$ cat src/hw/rtl/acwk_pkg.sv
// ----------------------------------------------------------------------------
// acwk_pkg
// Shared types and constants for the alarm clock with keypad entry.
// ----------------------------------------------------------------------------
`default_nettype none

package acwk_pkg;

  // Item commands
  localparam logic [1:0] CMD_TICK   = 2'd0;
  localparam logic [1:0] CMD_KEY    = 2'd1;
  localparam logic [1:0] CMD_SNOOZE = 2'd2;

  // Keypad positions
  localparam logic [3:0] KEY_DIGIT_FIRST = 4'd0;   // digit 1
  localparam logic [3:0] KEY_DIGIT_LAST  = 4'd8;   // digit 9
  localparam logic [3:0] KEY_SET_TIME    = 4'd9;
  localparam logic [3:0] KEY_DIGIT_ZERO  = 4'd10;
  localparam logic [3:0] KEY_SET_ALARM   = 4'd11;

  // Time constants
  localparam int unsigned SecsPerMin    = 60;
  localparam int unsigned MinsPerHour   = 60;
  localparam int unsigned HoursPerDay   = 24;
  localparam int unsigned SnoozeMinutes = 2;
  localparam int unsigned EntryLen      = 4;

  typedef struct packed {
    logic [1:0] cmd;
    logic [3:0] key_position;
    logic       stop_held;
  } in_t;

  typedef struct packed {
    logic [4:0] hours_now;
    logic [5:0] minutes_now;
    logic [5:0] seconds_now;
    logic [4:0] alarm_hours;
    logic [5:0] alarm_minutes;
    logic       alarm_armed;
    logic       clock_running;
    logic       buzzer_on;
  } out_t;

  // Clock state; entry[0] is the newest digit
  typedef struct packed {
    logic [5:0]                sec_count;
    logic [5:0]                min_count;
    logic [4:0]                hour_count;
    logic [5:0]                alm_minute;
    logic [4:0]                alm_hour;
    logic                      alm_enabled;
    logic                      started;
    logic [EntryLen-1:0][3:0]  entry;
  } state_t;

endpackage

`default_nettype wire

$ cat src/hw/rtl/alarm_clock_with_keypad_entry_core.sv
// ----------------------------------------------------------------------------
// alarm_clock_with_keypad_entry_core
// 24-hour alarm clock driven by tick, key and snooze items.
// ----------------------------------------------------------------------------
// Usage:
//   Input channel (in_valid_i / in_ready_o / in_data_i) takes one item per
//   cycle: a one-second tick, a keypad press or a snooze press, with the
//   level of the stop button. Each item yields exactly one result on the
//   output channel (out_valid_o / out_ready_i / out_data_o) that reports
//   time, alarm setting, flags and the buzzer level after the item.
//   The item lands in an input register, then the state update and result
//   are computed in one pass and written into the state and result
//   registers. Throughput is one item per cycle while out_ready_i is high.
//   When the receiver stalls, the result register holds; the input register
//   still takes one more item, then in_ready_o drops until the result drains.
//   Reset clears the time, the alarm, both flags and the digit entry, and
//   leaves both channels empty.
// ----------------------------------------------------------------------------
`default_nettype none

module alarm_clock_with_keypad_entry_core (
  input  logic             clk_i,
  input  logic             rst_ni,
  input  logic             in_valid_i,
  output logic             in_ready_o,
  input  acwk_pkg::in_t    in_data_i,
  output logic             out_valid_o,
  input  logic             out_ready_i,
  output acwk_pkg::out_t   out_data_o
);
  import acwk_pkg::*;

  logic   s1_valid_q;
  in_t    s1_item_q;
  logic   s1_adv;
  state_t state_q;
  state_t state_d;
  logic   res_valid_q;
  out_t   res_q;
  out_t   res_d;

  // Move the held item on when the result register is free
  assign s1_adv     = s1_valid_q && (!res_valid_q || out_ready_i);
  assign in_ready_o = !s1_valid_q || s1_adv;

  // Hold the accepted item
  always_ff @(posedge clk_i or negedge rst_ni) begin
    if (!rst_ni) begin
      s1_valid_q <= 1'b0;
    end else if (in_ready_o) begin
      s1_valid_q <= in_valid_i;
    end
  end

  always_ff @(posedge clk_i) begin
    if (in_valid_i && in_ready_o) begin
      s1_item_q <= in_data_i;
    end
  end

  acwk_step u_step (
    .cur_i  (state_q),
    .item_i (s1_item_q),
    .nxt_o  (state_d),
    .res_o  (res_d)
  );

  // Advance the clock state
  always_ff @(posedge clk_i or negedge rst_ni) begin
    if (!rst_ni) begin
      state_q <= '0;
    end else if (s1_adv) begin
      state_q <= state_d;
    end
  end

  // Drop a taken result, load a new one
  always_ff @(posedge clk_i or negedge rst_ni) begin
    if (!rst_ni) begin
      res_valid_q <= 1'b0;
    end else if (s1_adv) begin
      res_valid_q <= 1'b1;
    end else if (out_ready_i) begin
      res_valid_q <= 1'b0;
    end
  end

  always_ff @(posedge clk_i) begin
    if (s1_adv) begin
      res_q <= res_d;
    end
  end

  assign out_valid_o = res_valid_q;
  assign out_data_o  = res_q;

endmodule

`default_nettype wire

$ cat src/hw/rtl/acwk_step.sv
// ----------------------------------------------------------------------------
// acwk_step
// Next-state and result logic for one item of the alarm clock.
// ----------------------------------------------------------------------------
`default_nettype none

module acwk_step (
  input  acwk_pkg::state_t cur_i,
  input  acwk_pkg::in_t    item_i,
  output acwk_pkg::state_t nxt_o,
  output acwk_pkg::out_t   res_o
);
  import acwk_pkg::*;

  // Fold an hour value below 101 into 0..23
  function automatic logic [4:0] hour_mod24(input logic [6:0] h);
    logic [6:0] t;
    begin
      t = h;
      if (t >= 7'(4 * HoursPerDay)) t = t - 7'(4 * HoursPerDay);
      if (t >= 7'(2 * HoursPerDay)) t = t - 7'(2 * HoursPerDay);
      if (t >= 7'(HoursPerDay))     t = t - 7'(HoursPerDay);
      return t[4:0];
    end
  endfunction

  logic [6:0] ld_hour_raw;
  logic [6:0] ld_min_raw;
  logic [6:0] ld_hour_fix;
  logic [5:0] ld_min_fix;
  logic [4:0] ld_hour;
  logic [6:0] sec_inc;
  logic [6:0] min_inc;
  logic [6:0] snz_min;
  logic       match_cur;
  logic       match_nxt;
  state_t     nxt;

  // Split the entry as hhmm and repair minutes and hours
  always_comb begin
    ld_hour_raw = 7'(cur_i.entry[3]) * 7'd10 + 7'(cur_i.entry[2]);
    ld_min_raw  = 7'(cur_i.entry[1]) * 7'd10 + 7'(cur_i.entry[0]);
    if (ld_min_raw >= 7'(MinsPerHour)) begin
      ld_min_fix  = 6'(ld_min_raw - 7'(MinsPerHour));
      ld_hour_fix = ld_hour_raw + 7'd1;
    end else begin
      ld_min_fix  = ld_min_raw[5:0];
      ld_hour_fix = ld_hour_raw;
    end
    ld_hour = hour_mod24(ld_hour_fix);
  end

  assign sec_inc   = 7'(cur_i.sec_count) + 7'd1;
  assign min_inc   = 7'(cur_i.min_count) + 7'd1;
  assign snz_min   = 7'(cur_i.alm_minute) + 7'(SnoozeMinutes);
  assign match_cur = cur_i.alm_enabled && (cur_i.hour_count == cur_i.alm_hour) &&
                     (cur_i.min_count == cur_i.alm_minute);

  // Apply the item to the state
  always_comb begin
    nxt = cur_i;
    case (item_i.cmd)
      CMD_TICK: begin
        if (cur_i.started) begin
          if (sec_inc >= 7'(SecsPerMin)) begin
            nxt.sec_count = '0;
            if (min_inc >= 7'(MinsPerHour)) begin
              nxt.min_count  = '0;
              nxt.hour_count = hour_mod24(7'(cur_i.hour_count) + 7'd1);
            end else begin
              nxt.min_count = min_inc[5:0];
            end
          end else begin
            nxt.sec_count = sec_inc[5:0];
          end
        end
      end
      CMD_KEY: begin
        case (item_i.key_position) inside
          [KEY_DIGIT_FIRST:KEY_DIGIT_LAST]: begin
            nxt.entry = {cur_i.entry[2:0], item_i.key_position + 4'd1};
          end
          KEY_DIGIT_ZERO: begin
            nxt.entry = {cur_i.entry[2:0], 4'd0};
          end
          KEY_SET_TIME: begin
            nxt.hour_count = ld_hour;
            nxt.min_count  = ld_min_fix;
            nxt.started    = 1'b1;
            nxt.entry      = '0;
          end
          KEY_SET_ALARM: begin
            nxt.alm_hour    = ld_hour;
            nxt.alm_minute  = ld_min_fix;
            nxt.alm_enabled = 1'b1;
            nxt.entry       = '0;
          end
          default: begin
          end
        endcase
      end
      CMD_SNOOZE: begin
        if (!item_i.stop_held && match_cur) begin
          if (snz_min >= 7'(MinsPerHour)) begin
            nxt.alm_minute = 6'(snz_min - 7'(MinsPerHour));
            nxt.alm_hour   = hour_mod24(7'(cur_i.alm_hour) + 7'd1);
          end else begin
            nxt.alm_minute = snz_min[5:0];
          end
        end
      end
      default: begin
      end
    endcase
  end

  // Report the state after the item
  assign match_nxt = nxt.alm_enabled && (nxt.hour_count == nxt.alm_hour) &&
                     (nxt.min_count == nxt.alm_minute);

  assign nxt_o = nxt;

  always_comb begin
    res_o.hours_now     = nxt.hour_count;
    res_o.minutes_now   = nxt.min_count;
    res_o.seconds_now   = nxt.sec_count;
    res_o.alarm_hours   = nxt.alm_hour;
    res_o.alarm_minutes = nxt.alm_minute;
    res_o.alarm_armed   = nxt.alm_enabled;
    res_o.clock_running = nxt.started;
    res_o.buzzer_on     = match_nxt && !item_i.stop_held;
  end

endmodule

`default_nettype wire
$ cat config.mk
export PLATFORM = sky130hd
export DESIGN_NAME = alarm_clock_with_keypad_entry_core
export DESIGN_NICKNAME = d
export VERILOG_FILES = /design/src/hw/rtl/acwk_pkg.sv /design/src/hw/rtl/alarm_clock_with_keypad_entry_core.sv /design/src/hw/rtl/acwk_step.sv
export SDC_FILE = /design/constraint.sdc
export NUM_CORES = 1
export LEC_CHECK = 0
export BUFFER_PORTS_ARGS = -buffer_cell sky130_fd_sc_hd__buf_2
export CAP_MARGIN = 15
export CORE_MARGIN = 4
export CORE_UTILIZATION = 66
export DETAILED_ROUTE_END_ITERATION = 16
export PLACE_DENSITY = 0.86
export SETUP_SLACK_MARGIN = 0.2
export SLEW_MARGIN = 0
export SYNTH_ARGS = -nofsm -noshare
export SYNTH_HDL_FRONTEND = slang
export SYNTH_SLANG_ARGS = --single-unit
$ cat constraint.sdc
create_clock -name clk_i -period 12.55 [get_ports clk_i]
set_input_delay 0 -clock clk_i [delete_from_list [all_inputs] [get_ports clk_i]]
set_output_delay 0 -clock clk_i [all_outputs]
set_load 0.005 [all_outputs]
==> results.yml <==
pwr:
  leakage_nw: 3.04
  power_density_mw_per_mm2: 150
  vdd.ir_drop.worst_mv: 0.0865
timing:
  hold_ws_ps: 270
  finalCriticalPeriod_ps: 5700
  setup_tns_ps: 0
  rsz0062_at_grt: "false"
  setup_viol: 0
  fin_ws_ps: 6850
  slew_violations: 0
  worst_clock_skew_ps: 14.7
  max_freq_mhz: 176
  hold_violations: 0
  slew_headroom: 0.490
  finalCritPeriodShare: 0.454
  worstMarginPinSlew_ps: 760
floorplanning:
  fp.dieH_um: 104
  num_io_pins: 44
  die_w_um: 104
  start_util: 0.691
  die-area_mm2: 0.0109
  num_rows: 34
  fp.coreArea_mm2: 0.00885
route:
  dr.pass1.iters: 5
  drc: 0
  drt-total-wl_um: 14800
  wl_per_cell_um: 17.8
  vias: 5357
  final_antenna_net_count: 0
  drt_iter0_markers: 539
  via_per_inst: 6.45
synthesis:
  yosys-top-cells-count: "nand2_1, dfrtp_1, o21ai_0, nor2_1, edfxtp_1"
  synth_top_flop_cell: "dfrtp_1"
  netlist-cell-type-count: 76
  synth_seq_area_share: 0.383
  syn_inst: 681
  synth.avg_cell_area_um2: 8.97
  synth_area_leaders: "dfrtp_1, edfxtp_1, ha_1, nand2_1, xnor2_1"
  synth-edff-count: 38
  yosysTopAreaCellShare: 0.197
  synth_most_common_cell: "nand2_1"
  syn_nets: 732
  synth_async_sr_flop_share: 0.558
  synth_largest_area_cell: "dfrtp_1"
  ys_warn_count: 0
  synth_area_mm2: 0.00611
  yosys_register_bits: 86
clocking:
  clk_pin_slew_ps: 100
  cts.sinks: 86
  cts_buffers: 9
  root_buffer: "clkbuf_8"
  clock_latency_ps: 370
  cts_setup_buffers: 0
  cts_resized: 0
  cts_htree_levels: 3
  cts_tree: "built"
  cts_buffer_depth: 2
worst_setup_path:
  start_kind: "flip-flop"
  setup.worst_path.class: "flip-flop to flip-flop"
  cp-end-kind: "flip-flop"
  cp.arrival_ps: 5890
  cp_max_fo: 7
  crit_required_ps: 12750
layout:
  utilization: 0.757
  nets: 768
  final_cells: 830
  antenna_cells: 0
  drive_gt1_frac: 0.112
  area_growth_pct: 9.64
placed_design:
  pre_cts_slack_ps: 6930
  dp_cells: 802
  dp_hpwl_um: 10500
  globalplace.congestion: 0.931
  numPortBuffers: 43
global_route:
  grt_pass1_wl_um: 24500
  gr-total-overflow: 0
  grt_pass1_vias: 5208
  track_usage: 0.274
  antenna_found_initial: 0
  grt_max_degree: 57
outcome:
  status: "finished clean"
hold_path:
  hp-class: "input pin to asynchronous set/reset pin"
run:
  drv_cap: 0
## kinds of logic after synthesis
kind of cell / synth area share
and+or+nand+nor: 0.198
AOI/OAI and AO/OA: 0.191
DFF: 0.383
buffers and inverters: 0.0450
xor gates and xnor gates: 0.0764
adders and majority gates: 0.0868
muxes: 0.0186
## worst paths after layout
path                               from       endpoint  slack (ps)  cells after the start
setup / recovery             state_q[5]  out_data_o[0]        6850                     20
hold / removal                   rst_ni     state_q[7]         270                      3
setup reg to reg             state_q[5]  out_data_o[0]        6850                     20
max in group asynchronous        rst_ni    state_q[24]       11850                      3
hold reg to reg             state_q[17]    state_q[17]         510                      1
min in group clk_i         in_data_i[4]   s1_item_q[4]         360                      2
## placed cells by master (no fill, tap or decap), types with 6 or more instances in the layout
cell type	n
dlygate4sd3_1	11
xor2_1	18
buf_2	43
mux2i_1	8
o21ai_0	45
clkbuf_8	10
nand3_1	23
dfrtp_1	48
o22ai_1	6
edfxtp_1	38
nand2_1	114
a21o_1	8
and3_1	12
nand2b_1	10
nand4_1	8
nor2_1	42
nor3_1	10
a31oi_1	7
a21oi_1	24
ha_1	36
nor2b_1	7
xnor2_1	29
a22o_1	16
inv_1	37
## critical path: stages, from the launching register on
cell,delay [ps]
dfrtp_1,450
ha_1,330
ha_1,190
inv_1,70
fa_1,440
a21boi_1,150
o2bb2ai_1,200
or4b_4,620
a31oi_1,240
xor2_1,380
ha_1,260
nand3_1,130
nand2_1,100
a22oi_1,130
ha_1,230
or2_2,290
a311o_1,400
and2_4,190
a311o_1,380
xor2_1,180
nor4_2,160
## metal layers
| metal | routed length, um | global-route usage | vias to the layer above | share of wire |
|---|---|---|---|---|
| li1 | - | - | 2508 | - |
| met1 | 5960 | 0.354 | 2545 | 0.40 |
| met4 | 318 | 0.0902 | 0 | 0.021 |
| met5 | 0 | 0 | - | 0 |
| met2 | 7320 | 0.467 | 264 | 0.49 |
| met3 | 1200 | 0.0509 | 40 | 0.081 |
## where the power goes
group / total (mW) / switching (mW) / internal [mW]
registers: 0.408 / 0.0611 / 0.347
logic: 0.385 / 0.225 / 0.161
clock network: 0.214 / 0.113 / 0.101
## metrics by stage
stage               cell area, um^2  power, mW
finish                         6700       1.01
global placement               6350      0.766
floorplan                      6110      0.683
detailed placement             6350      0.785
global route                   6700       1.07
CTS                            6670       1.00
## sequential cells by signal, indices dropped and copies added, names as in the netlist
name and cells:
out_valid_o 1, s1_item_q 7, out_data_o 31, s1_valid_q 1
state_q 46
## final cells by class
type	count	area, um^2
Clock buffer	10	138
Clock inverter	6	77.6
Fill cell	619	2150
Inverter	39	146
Multi-Input combinational cell	524	3490
Sequential cell	86	2340
Tap cell	108	135
Timing Repair Buffer	57	368
## repair_timing
| item | 4_1_cts | 5_1_grt |
|---|---|---|
| hold buffers | 11 | 0 |
| setup endpoints to repair | 0 | 0 |
| endpoints found under the hold margin | 57 | 0 |
(Power assumes the default switching activity.)
